===== src/rtl/tspoc_pkg.sv =====
// Package for the transport packet output command generator.
// Holds field widths, header bit positions, register indexes and the chain link types.
// No dependencies.
package tspoc_pkg;

  // Default size of the remap table.
  localparam int REMAP_ENTRIES_DEF = 16;

  // Field widths.
  localparam int PID_W     = 13;
  localparam int INDEX_W   = 4;
  localparam int COUNT_W   = 24;
  localparam int CC_W      = 4;
  localparam int EXT_W     = 10;
  localparam int WORD_W    = 32;
  localparam int LIMIT_W   = 5;
  localparam int CFG_IDX_W = 3;

  // Header bit positions.
  localparam int PID_LSB       = 8;
  localparam int AF_EXISTS_BIT = 5;
  localparam int AF_LEN_LSB    = 24;
  localparam int PCR_FLAG_BIT  = 20;

  // Fixed marker in command word 0, bits 15:14.
  localparam logic [1:0] CMD_FIXED_BITS = 2'b10;

  // Value every remap entry holds after reset.
  localparam logic [PID_W-1:0] PID_RESET = PID_W'(16);

  // Configuration register indexes.
  localparam logic [CFG_IDX_W-1:0] REG_PCR_CORRECT_ENABLE = 3'd0;
  localparam logic [CFG_IDX_W-1:0] REG_PCR_OFFSET_BASE    = 3'd1;
  localparam logic [CFG_IDX_W-1:0] REG_PCR_OFFSET_EXT     = 3'd2;
  localparam logic [CFG_IDX_W-1:0] REG_REMAP_COUNT        = 3'd3;
  localparam logic [CFG_IDX_W-1:0] REG_CC_RESTAMP_ENABLE  = 3'd4;

  // Input item opcodes.
  localparam logic OP_LOAD   = 1'b0;
  localparam logic OP_PACKET = 1'b1;

  // Search query as it moves from cell to cell.
  typedef struct packed {
    logic             valid;
    logic [PID_W-1:0] pid;
    logic             hit;
    logic [PID_W-1:0] new_pid;
  } link_t;

  // Remap entry write, broadcast to every cell.
  typedef struct packed {
    logic               we;
    logic [INDEX_W-1:0] index;
    logic [PID_W-1:0]   match_pid;
    logic [PID_W-1:0]   replace_pid;
  } entry_wr_t;

endpackage


===== src/rtl/ts_packet_output_command_gen_top.sv =====
// Top level of the transport packet output command generator.
// Depends on tspoc_pkg and tspoc_chain.
//
// Usage:
//   Input channel (in_valid/in_ready) carries one item: opcode 0 loads one
//   remap entry (entry_index, match_pid, replace_pid) and gives no result;
//   opcode 1 carries the first two header words of a transport packet and
//   gives one four-word command on the output channel (out_valid/out_ready).
//   A packet item walks the row of remap cells, one cell per cycle, and its
//   result is held until it can be loaded into the output register. One
//   item is in work at a time: the block takes no new item while a packet
//   item walks the row or waits for its command to be loaded.
//   The command sits in an output register; while it waits for out_ready the
//   block holds the next result and takes no further item until the register
//   frees. Configuration writes (cfg_write, cfg_index, cfg_data) take effect
//   at once; the user must make them only while the block is idle, and the
//   block itself does not enforce this.
//   Reset clears the counters, loads every remap entry with PID 16 and sets
//   the registers to their reset values; no clearing pass is needed.
module ts_packet_output_command_gen_top #(
  parameter int REMAP_ENTRIES = tspoc_pkg::REMAP_ENTRIES_DEF
) (
  input  logic                            clk,
  input  logic                            rst,
  // Configuration port.
  input  logic                            cfg_write,
  input  logic [tspoc_pkg::CFG_IDX_W-1:0] cfg_index,
  input  logic [tspoc_pkg::WORD_W-1:0]    cfg_data,
  // Input channel.
  input  logic                            in_valid,
  output logic                            in_ready,
  input  logic                            opcode,
  input  logic [tspoc_pkg::WORD_W-1:0]    header_word,
  input  logic [tspoc_pkg::WORD_W-1:0]    adaptation_word,
  input  logic [tspoc_pkg::INDEX_W-1:0]   entry_index,
  input  logic [tspoc_pkg::PID_W-1:0]     match_pid,
  input  logic [tspoc_pkg::PID_W-1:0]     replace_pid,
  // Output channel.
  output logic                            out_valid,
  input  logic                            out_ready,
  output logic [tspoc_pkg::WORD_W-1:0]    cmd_word0,
  output logic [tspoc_pkg::WORD_W-1:0]    cmd_word1,
  output logic [tspoc_pkg::COUNT_W-1:0]   cmd_word2,
  output logic [tspoc_pkg::COUNT_W-1:0]   cmd_word3
);
  import tspoc_pkg::*;

  typedef enum logic [1:0] {
    ST_IDLE,
    ST_SCAN,
    ST_PEND
  } state_t;

  state_t state;

  // Configuration registers.
  logic               pcr_correct_enable;
  logic [WORD_W-1:0]  pcr_offset_base;
  logic [EXT_W-1:0]   pcr_offset_ext;
  logic [LIMIT_W-1:0] remap_count;
  logic               cc_restamp_enable;

  // Counters and per-packet context.
  logic [COUNT_W-1:0] packet_count;
  logic [CC_W-1:0]    continuity_count;
  logic               restamp_pcr;
  logic [CC_W-1:0]    cc_value;
  logic [COUNT_W-1:0] count_value;
  logic               res_hit;
  logic [PID_W-1:0]   res_pid;

  logic      accept;
  logic      packet_accept;
  logic      out_free;
  logic      pcr_now;
  entry_wr_t entry_wr;
  link_t     head;
  link_t     tail;

  assign in_ready      = (state == ST_IDLE);
  assign accept        = in_valid && in_ready;
  assign packet_accept = accept && (opcode == OP_PACKET);
  assign out_free      = !out_valid || out_ready;

  // PCR restamp condition for the incoming header.
  assign pcr_now = pcr_correct_enable && header_word[AF_EXISTS_BIT]
                   && (adaptation_word[WORD_W-1:AF_LEN_LSB] != '0)
                   && adaptation_word[PCR_FLAG_BIT];

  // Load items write the remap table directly.
  always_comb begin
    entry_wr.we          = accept && (opcode == OP_LOAD);
    entry_wr.index       = entry_index;
    entry_wr.match_pid   = match_pid;
    entry_wr.replace_pid = replace_pid;
  end

  // Packet items launch a query into the cell row.
  always_comb begin
    head.valid   = packet_accept;
    head.pid     = header_word[PID_LSB +: PID_W];
    head.hit     = 1'b0;
    head.new_pid = '0;
  end

  tspoc_chain #(
    .REMAP_ENTRIES(REMAP_ENTRIES)
  ) u_chain (
    .clk        (clk),
    .rst        (rst),
    .entry_wr   (entry_wr),
    .remap_count(remap_count),
    .head       (head),
    .tail       (tail)
  );

  // Configuration writes; indexes beyond the list are ignored.
  always_ff @(posedge clk) begin
    if (rst) begin
      pcr_correct_enable <= 1'b1;
      pcr_offset_base    <= '0;
      pcr_offset_ext     <= '0;
      remap_count        <= LIMIT_W'(1);
      cc_restamp_enable  <= 1'b0;
    end else if (cfg_write) begin
      unique case (cfg_index)
        REG_PCR_CORRECT_ENABLE: pcr_correct_enable <= cfg_data[0];
        REG_PCR_OFFSET_BASE:    pcr_offset_base    <= cfg_data;
        REG_PCR_OFFSET_EXT:     pcr_offset_ext     <= cfg_data[EXT_W-1:0];
        REG_REMAP_COUNT:        remap_count        <= cfg_data[LIMIT_W-1:0];
        REG_CC_RESTAMP_ENABLE:  cc_restamp_enable  <= cfg_data[0];
        default: ;
      endcase
    end
  end

  // Counters advance once per packet; the command carries the old values.
  always_ff @(posedge clk) begin
    if (rst) begin
      packet_count     <= '0;
      continuity_count <= '0;
    end else if (packet_accept) begin
      packet_count     <= packet_count + COUNT_W'(1);
      continuity_count <= continuity_count + CC_W'(1);
    end
    if (packet_accept) begin
      restamp_pcr <= pcr_now;
      cc_value    <= continuity_count;
      count_value <= packet_count;
    end
  end

  // Control: scan the cell row, hold the result, then load the output register.
  always_ff @(posedge clk) begin
    if (rst) begin
      state     <= ST_IDLE;
      out_valid <= 1'b0;
    end else begin
      if (state == ST_PEND && out_free) begin
        out_valid <= 1'b1;
      end else if (out_valid && out_ready) begin
        out_valid <= 1'b0;
      end
      unique case (state)
        ST_IDLE: begin
          if (packet_accept) begin
            state <= ST_SCAN;
          end
        end
        ST_SCAN: begin
          if (tail.valid) begin
            state <= ST_PEND;
          end
        end
        ST_PEND: begin
          if (out_free) begin
            state <= ST_IDLE;
          end
        end
        default: state <= ST_IDLE;
      endcase
    end
    if (state == ST_SCAN && tail.valid) begin
      res_hit <= tail.hit;
      res_pid <= tail.new_pid;
    end
    if (state == ST_PEND && out_free) begin
      cmd_word0 <= {cc_restamp_enable, res_hit, restamp_pcr,
                    (res_hit ? res_pid : {PID_W{1'b0}}),
                    CMD_FIXED_BITS,
                    (cc_restamp_enable ? cc_value : {CC_W{1'b0}}),
                    (restamp_pcr ? pcr_offset_ext : {EXT_W{1'b0}})};
      cmd_word1 <= restamp_pcr ? pcr_offset_base : {WORD_W{1'b0}};
      cmd_word2 <= count_value;
      cmd_word3 <= count_value;
    end
  end

  // A query only leaves the cell row while the controller waits for it.
  assert property (@(posedge clk) disable iff (rst)
    tail.valid |-> (state == ST_SCAN))
    else $error("query left the cell row outside a scan");

  // A packet item closes the input until its command is issued.
  assert property (@(posedge clk) disable iff (rst)
    packet_accept |=> !in_ready)
    else $error("input reopened while a packet item is in work");

  // The packet count steps by one for each packet item.
  assert property (@(posedge clk) disable iff (rst)
    packet_accept |=> (packet_count == $past(packet_count) + COUNT_W'(1)))
    else $error("packet count did not advance");

endmodule


===== src/rtl/tspoc_cell.sv =====
// One remap table entry with its compare stage in the search chain.
// Depends on tspoc_pkg for the link and entry write types.
module tspoc_cell #(
  parameter int INDEX = 0
) (
  input  logic                       clk,
  input  logic                       rst,
  input  tspoc_pkg::entry_wr_t       entry_wr,
  input  logic [tspoc_pkg::LIMIT_W-1:0] remap_count,
  input  tspoc_pkg::link_t           link_in,
  output tspoc_pkg::link_t           link_out
);
  import tspoc_pkg::*;

  logic [PID_W-1:0] source_pid;
  logic [PID_W-1:0] target_pid;
  logic             active;
  logic             match;

  // This entry is scanned only when it lies below the programmed count.
  assign active = ({{(32-LIMIT_W){1'b0}}, remap_count} > 32'(INDEX));
  assign match  = active && !link_in.hit && (source_pid == link_in.pid);

  // Entry storage, written by load items addressed to this cell.
  always_ff @(posedge clk) begin
    if (rst) begin
      source_pid <= PID_RESET;
      target_pid <= PID_RESET;
    end else if (entry_wr.we && ({{(32-INDEX_W){1'b0}}, entry_wr.index} == 32'(INDEX))) begin
      source_pid <= entry_wr.match_pid;
      target_pid <= entry_wr.replace_pid;
    end
  end

  // Pass the query on; the first matching cell claims it.
  always_ff @(posedge clk) begin
    if (rst) begin
      link_out.valid <= 1'b0;
    end else begin
      link_out.valid <= link_in.valid;
    end
    link_out.pid <= link_in.pid;
    if (match) begin
      link_out.hit     <= 1'b1;
      link_out.new_pid <= target_pid;
    end else begin
      link_out.hit     <= link_in.hit;
      link_out.new_pid <= link_in.new_pid;
    end
  end

endmodule


===== src/rtl/tspoc_chain.sv =====
// Row of remap cells; a query enters at cell 0 and leaves after the last cell.
// Depends on tspoc_pkg and tspoc_cell.
module tspoc_chain #(
  parameter int REMAP_ENTRIES = tspoc_pkg::REMAP_ENTRIES_DEF
) (
  input  logic                          clk,
  input  logic                          rst,
  input  tspoc_pkg::entry_wr_t          entry_wr,
  input  logic [tspoc_pkg::LIMIT_W-1:0] remap_count,
  input  tspoc_pkg::link_t              head,
  output tspoc_pkg::link_t              tail
);
  import tspoc_pkg::*;

  link_t links [REMAP_ENTRIES+1];

  assign links[0] = head;

  // One cell per table entry, each feeding the next.
  for (genvar i = 0; i < REMAP_ENTRIES; i++) begin : g_cell
    tspoc_cell #(
      .INDEX(i)
    ) u_cell (
      .clk        (clk),
      .rst        (rst),
      .entry_wr   (entry_wr),
      .remap_count(remap_count),
      .link_in    (links[i]),
      .link_out   (links[i+1])
    );
  end

  assign tail = links[REMAP_ENTRIES];

endmodule

===== config.mk =====
export PLATFORM = sky130hd
export DESIGN_NAME = ts_packet_output_command_gen_top
export DESIGN_NICKNAME = d
export VERILOG_FILES = /design/src/rtl/tspoc_pkg.sv /design/src/rtl/ts_packet_output_command_gen_top.sv /design/src/rtl/tspoc_cell.sv /design/src/rtl/tspoc_chain.sv
export SDC_FILE = /design/constraint.sdc
export NUM_CORES = 2
export LEC_CHECK = 0
export BUFFER_PORTS_ARGS = -buffer_cell sky130_fd_sc_hd__buf_2
export CAP_MARGIN = 5
export CORE_ASPECT_RATIO = 0.6
export CORE_MARGIN = 3
export CORE_UTILIZATION = 45
export CTS_CLUSTER_DIAMETER = 80
export CTS_CLUSTER_SIZE = 12
export DETAILED_ROUTE_END_ITERATION = 10
export GPL_TIMING_DRIVEN = 0
export PLACE_DENSITY = 0.63
export SETUP_SLACK_MARGIN = 0.4
export SYNTH_ARGS = -nofsm -noshare
export SYNTH_HDL_FRONTEND = slang
export SYNTH_SLANG_ARGS = --single-unit

===== constraint.sdc =====
create_clock -name clk -period 5.4 [get_ports clk]
set_clock_uncertainty 0.05 [all_clocks]
set_input_delay 0 -clock clk [delete_from_list [all_inputs] [get_ports clk]]
set_output_delay 0 -clock clk [all_outputs]
set_load 0.02 [all_outputs]

# Word level (Yosys, flattened, before mapping)
# Index checks and enable logic that the tools add are counted.
[op_classes]
eq_ne = 40
add_sub_neg = 2
n_bitwise = 1
n_reduce_logical = 84
mux = 22
n_lt_le_gt_ge = 16
[op_table]
columns = ["cell", "count"]
rows = [
  ["$eq 13x13->1", 16],
  ["$mux 13", 15],
  ["$logic_and 1x1->1", 56],
  ["$gt 5x4->1 const B", 8],
  ["$eq 4x4->1 const B", 8],
  ["$add 24x1->24 const B", 1],
  ["$gt 5x3->1 const B", 4],
  ["$eq 4x3->1 const B", 4],
  ["$logic_not 1->1", 16],
  ["$mux 14", 1],
  ["$gt 5x1->1 const B", 2],
  ["$gt 5x2->1 const B", 2],
  ["$reduce_and 2->1", 5],
  ["$eq 4x2->1 const B", 2],
  ["$reduce_bool 8->1", 1],
  ["$eq 3x2->1 const B", 2],
  ["$mux 2", 3],
  ["$pmux 2 s3", 1],
  ["$add 4x1->4 const B", 1],
  ["$eq 4x1->1 const B", 1],
  ["$logic_not 4->1", 1],
  ["$ne 2x1->1 const B", 2],
  ["$eq 3x1->1 const B", 1],
  ["$eq 3x3->1 const B", 1],
  ["other kinds (10)", 11],
]
[totals]
register_bits = 1060
elab_cells = 280
out_inout_bits = 114

# Logic depth before layout (Yosys ltp)
[depth]
ltp_word = 5
depth_mapped = 7
mapped_depth_nobuf = 6

# Cells and area by module
# A second synthesis with hierarchy kept.
[hier_totals]
cells_unflattened = 3460
area_unflattened_um2 = 36968.0
[by_module_without_submodules]
columns = ["module", "cells_per_inst", "area_each_um2", "n_inst"]
rows = [
  ["ts_packet_output_command_gen_top", 605, 7593.5, 1],
  ["tspoc_cell (u_chain.g_cell[0].u_cell ...)", 179, 1834.3, 3],
  ["tspoc_cell (u_chain.g_cell[12].u_cell ...)", 179, 1835.5, 2],
  ["tspoc_cell (u_chain.g_cell[2].u_cell)", 178, 1855.5, 1],
  ["tspoc_cell (u_chain.g_cell[1].u_cell)", 178, 1851.8, 1],
  ["tspoc_cell (u_chain.g_cell[10].u_cell)", 179, 1849.3, 1],
  ["tspoc_cell (u_chain.g_cell[6].u_cell)", 178, 1845.5, 1],
  ["tspoc_cell (u_chain.g_cell[5].u_cell)", 178, 1836.8, 1],
  ["tspoc_cell (u_chain.g_cell[13].u_cell)", 179, 1833.0, 1],
  ["tspoc_cell (u_chain.g_cell[4].u_cell)", 179, 1831.8, 1],
  ["tspoc_cell (u_chain.g_cell[3].u_cell)", 178, 1826.8, 1],
  ["tspoc_cell (u_chain.g_cell[7].u_cell)", 178, 1824.2, 1],
  ["tspoc_cell (u_chain.g_cell[11].u_cell)", 178, 1823.0, 1],
  ["tspoc_cell (u_chain.g_cell[15].u_cell)", 177, 1823.0, 1],
]

# Least setup slack after synthesis
# OpenSTA, ideal clock, no wires.
[synth_timing]
kind = "flip-flop to flip-flop"
startpoint = "register state[1]"
endpoint = "register cmd_word0[0] (netlist name), enable pin"
path_stages_with_launch = 3
required_ns = 4.809
t_arrival_ns = 4.332
path_buffers = 0
setup_slack_ns = 0.477
setup_ns = 0.541
path_cell_list = "dfxtp_1 nand2b_1 nor2b_1"
[synth_via]
elab_chain_len = 2
[synth_lines]
columns = ["item", "line_no", "text"]
rows = [
  ["from (decl)", "ts_packet_output_command_gen_top.sv:54", "state_t state;"],
  ["from (signal assigned)", "ts_packet_output_command_gen_top.sv:156", "state <= ST_IDLE;"],
  ["from (signal assigned)", "ts_packet_output_command_gen_top.sv:167", "state <= ST_SCAN;"],
  ["from (signal assigned)", "ts_packet_output_command_gen_top.sv:172", "state <= ST_PEND;"],
  ["$eq 2x2->1", "ts_packet_output_command_gen_top.sv:187", "if (state == ST_PEND && out_free) begin"],
  ["$logic_and 1x1->1", "ts_packet_output_command_gen_top.sv:187", ""],
  ["to (signal assigned)", "ts_packet_output_command_gen_top.sv:188", "cmd_word0 <= {cc_restamp_enable, res_hit, restamp_pcr,"],
  ["to (decl)", "ts_packet_output_command_gen_top.sv:41", "output logic [tspoc_pkg::WORD_W-1:0] cmd_word0,"],
]
# Every way passes these cells.
# A chain may end at the register's enable or synchronous reset.

# Worst setup path after layout
[layout_timing]
startpoint = "register remap_count[2]"
endpoint = "register u_chain.g_cell[2].u_cell.link_out[8] (netlist name)"
[layout_via]
elab_chain_len = 4
[layout_lines]
columns = ["item", "line_no", "text"]
rows = [
  ["from (decl)", "ts_packet_output_command_gen_top.sv:60", "logic [LIMIT_W-1:0] remap_count;"],
  ["from (signal assigned)", "ts_packet_output_command_gen_top.sv:130", "REG_REMAP_COUNT: remap_count <= cfg_data[LIMIT_W-1:0];"],
  ["$gt 5x2->1", "tspoc_cell.sv:21", "assign active = ({{(32-LIMIT_W){1'b0}}, remap_count} > 32'(INDEX));"],
  ["$logic_and 1x1->1 (2 in a row)", "tspoc_cell.sv:22", "assign match = active && !link_in.hit && (source_pid == link_in.pid);"],
  ["$mux 13", "tspoc_cell.sv:43", "if (match) begin"],
  ["to (decl)", "tspoc_cell.sv:11", "output tspoc_pkg::link_t link_out"],
]
# Every way passes these cells.

==> results.ini <==
[run_status]
status=finished clean

[floorplanning]
die_w_microns=370
start_util=0.458
core_area_sq_um=78200
die_area_sq_um=83100
die_h_microns=225
io_pins=249
rows=79

[min_path]
min-delay-path-class=in2reg

[yosys]
synth_edf_count=129
seq_area_frac_synth=0.628
yosys_warnings=0
ys_ff_latch=1060
ys_types=46
synth_fp_nets=3613
async_flop_share=0
synth.cell_area_sq_um=35800
syn_inst=3476
ys_dominant_reg_cell=dfxtp_1
syn_area_per_cell_sq_um=10.3

[placement]
post-dp-hpwl_microns=68100
place.gp.congestion=0.881
numPortBuffers=177

[power_and_ir_drop]
p_seq_frac=0.549
p_leak_uw=0.0159
comb_power_share=0.034
p_sw_uw=3320
ir_drop_uv=276
p_clk_frac=0.417
sw_frac_of_total=0.223
p_per_area_nw_per_um2=355
cell_internal_pwr_uw=11600

[route]
first_pass_iters=5
num_vias=24900
vias_per_cell=5.04
drc=0
wl_per_cell_microns=18.9
wl_microns=93700
antenna_left=0
drtIter0Drc=2285

[global_routing]
grt_use_total=0.223
grt_antenna_before_repair=0
grt-ovfl-total=0
first_global_vias=23700
grt_max_degree=38
grt_pass1_wl_microns=141000

[critical_path]
worstSetupPathType=reg2reg
path_max_fanout=10
critPathCaptureType=flip-flop
crit_arrival_ns=4.11
worstPathRequired_ns=5.92
start_kind=flip-flop

[sta]
finalSetupViolCount=0
final.min_clock_period_ns=3.59
maxSlewViolCount=0
rsz0062_at_grt=false
hold_ws_ns=0.0392
fmax_mhz=278
finalCritPeriodShare=0.665
max_slew_margin=0.0859
worstMarginPinSlew_ns=1.36
hold_violations=0

[layout]
synthToLayoutAreaGrowth_pct=16.9
mostFrequentLayoutCell=nand2_1
drive_gt1_frac=0.147
layout_common_cells=nand2_1, dfxtp_1, a21oi_1, buf_2
final_core_util=0.536
final_nets=4000
n_fill_cell=6983

[job]
cap_violations=0

[cts]
cts_resized=0
cts.reportedPaths.clkPinSlew_ns=0.06
cts_root_buf=clkbuf_16
clock_latency_ns=0.69
htreeDepth=3
cts_tree=done
clockBufferDepth=3
numClockSinks=1060
cts-buffers-inserted=98

==> final cells by class <==
type,count,area (sq um),area share
plain buffers,245,1090,0.0260
repair buffers,287,2000,0.0478
multi-input cells,2165,12200,0.292
clock buffers,122,2550,0.0609
inverters,6,22.5,0.000538
well taps,1053,1320,0.0315
diodes,2,5.00,0.000119
clock inverters,8,174,0.00415
flip-flops and latches,1060,22500,0.537
==> what timing repair did <==
item	4_1_cts	5_1_grt
setup buffers	0	0
endpoints found under the hold margin	404	0
hold buffers	106	0
==> synthesized netlist by cell type, drive strengths merged (13+ instances only) <==
library cell / number / area share
buf: 73 / 0.012
dfxtp: 931 / 0.52
xnor2: 40 / 0.0098
nand3b: 34 / 0.0071
nand4: 24 / 0.0042
nor2: 56 / 0.0065
nand2b: 18 / 0.0031
nand3: 21 / 0.0029
edfxtp: 129 / 0.11
clkbuf: 172 / 0.018
nor4: 48 / 0.0087
nor2b: 21 / 0.0037
nor3: 13 / 0.0024
a21oi: 432 / 0.060
mux2: 195 / 0.061
and2: 76 / 0.013
nand2: 952 / 0.10
xor2: 194 / 0.047
==> layer usage <==
metal	vias to the layer above	GRT usage	part of all wire
met5	-	0	0
met4	0	0.0558	0.020
met3	125	0.0501	0.087
met2	809	0.302	0.39
met1	11900	0.354	0.50
li1	12100	-	-
==> worst paths after layout <==
check / slack, ns / startpoint / end / cells after the start
worst max-delay path: 1.81 / remap_count[2] / u_chain.g_cell[2].u_cell.link_out[8] / 6
worst min-delay path: 0.04 / cfg_data[23] / pcr_offset_base[23] / 4
worst max register to register: 1.81 / remap_count[2] / u_chain.g_cell[2].u_cell.link_out[8] / 6
worst min register to register: 0.29 / u_chain.g_cell[13].u_cell.link_out[15] / u_chain.g_cell[14].u_cell.link_out[15] / 0
==> power by group through the flow <==
stage / clock, uW / sequential, uW / combinational [uW]
floorplan: 0 / 8310 / 249
global route: 6640 / 8180 / 551
detailed placement: 0 / 8340 / 441
global placement: 0 / 8340 / 438
CTS: 6340 / 8170 / 503
finish: 6210 / 8170 / 513
==> per-stage QoR <==
step / std cells / setup TNS, ns / power (uW) / area, sq um / setup slack (ns)
after floorplan: 3476 / 0 / 8560 / 35800 / 0.477
after global placement: 4706 / -140.69 / 8780 / 38000 / -1.65
after detailed placement: 4710 / 0 / 8780 / 38100 / 1.70
after CTS: 4946 / 0 / 15000 / 41900 / 1.65
after global routing: 4946 / 0 / 15400 / 41900 / 1.75
final: 4948 / 0 / 14900 / 41900 / 1.81
==> cell families after synthesis <==
family | share of synthesized area
and+or+nand+nor | 0.156
DFF | 0.628
AOI/OAI and AO/OA | 0.0636
buffers and inverters | 0.0310
xor gates and xnor gates | 0.0572
muxes | 0.0627
adders and majority gates | 0.000699
other | 0.000210
==> state kept, by name (all words and copies together), names as in the netlist <==
signal and flops:
u_chain.g_cell.u_cell.target_pid 208, out_valid 1, pcr_correct_enable 1, packet_count 24, pcr_offset_base 32, continuity_count 4, count_value 24, cmd_word3 24
res_hit 1, u_chain.g_cell.u_cell.link_out 435, restamp_pcr 1, cc_restamp_enable 1, remap_count 5, res_pid 13, state 2, u_chain.g_cell.u_cell.source_pid 208
pcr_offset_ext 10, cc_value 4, cmd_word1 32, cmd_word0 30
==> critical path, cell delays in order, from the launching register on <==
cell       delay [ns]
dfxtp_1          0.31
clkbuf_1         0.26
nor3_1           0.82
a2111oi_0        0.31
nand3_1          0.50
clkbuf_1         0.76
mux2_2           0.42
Power figures use the tool's default switching activity.
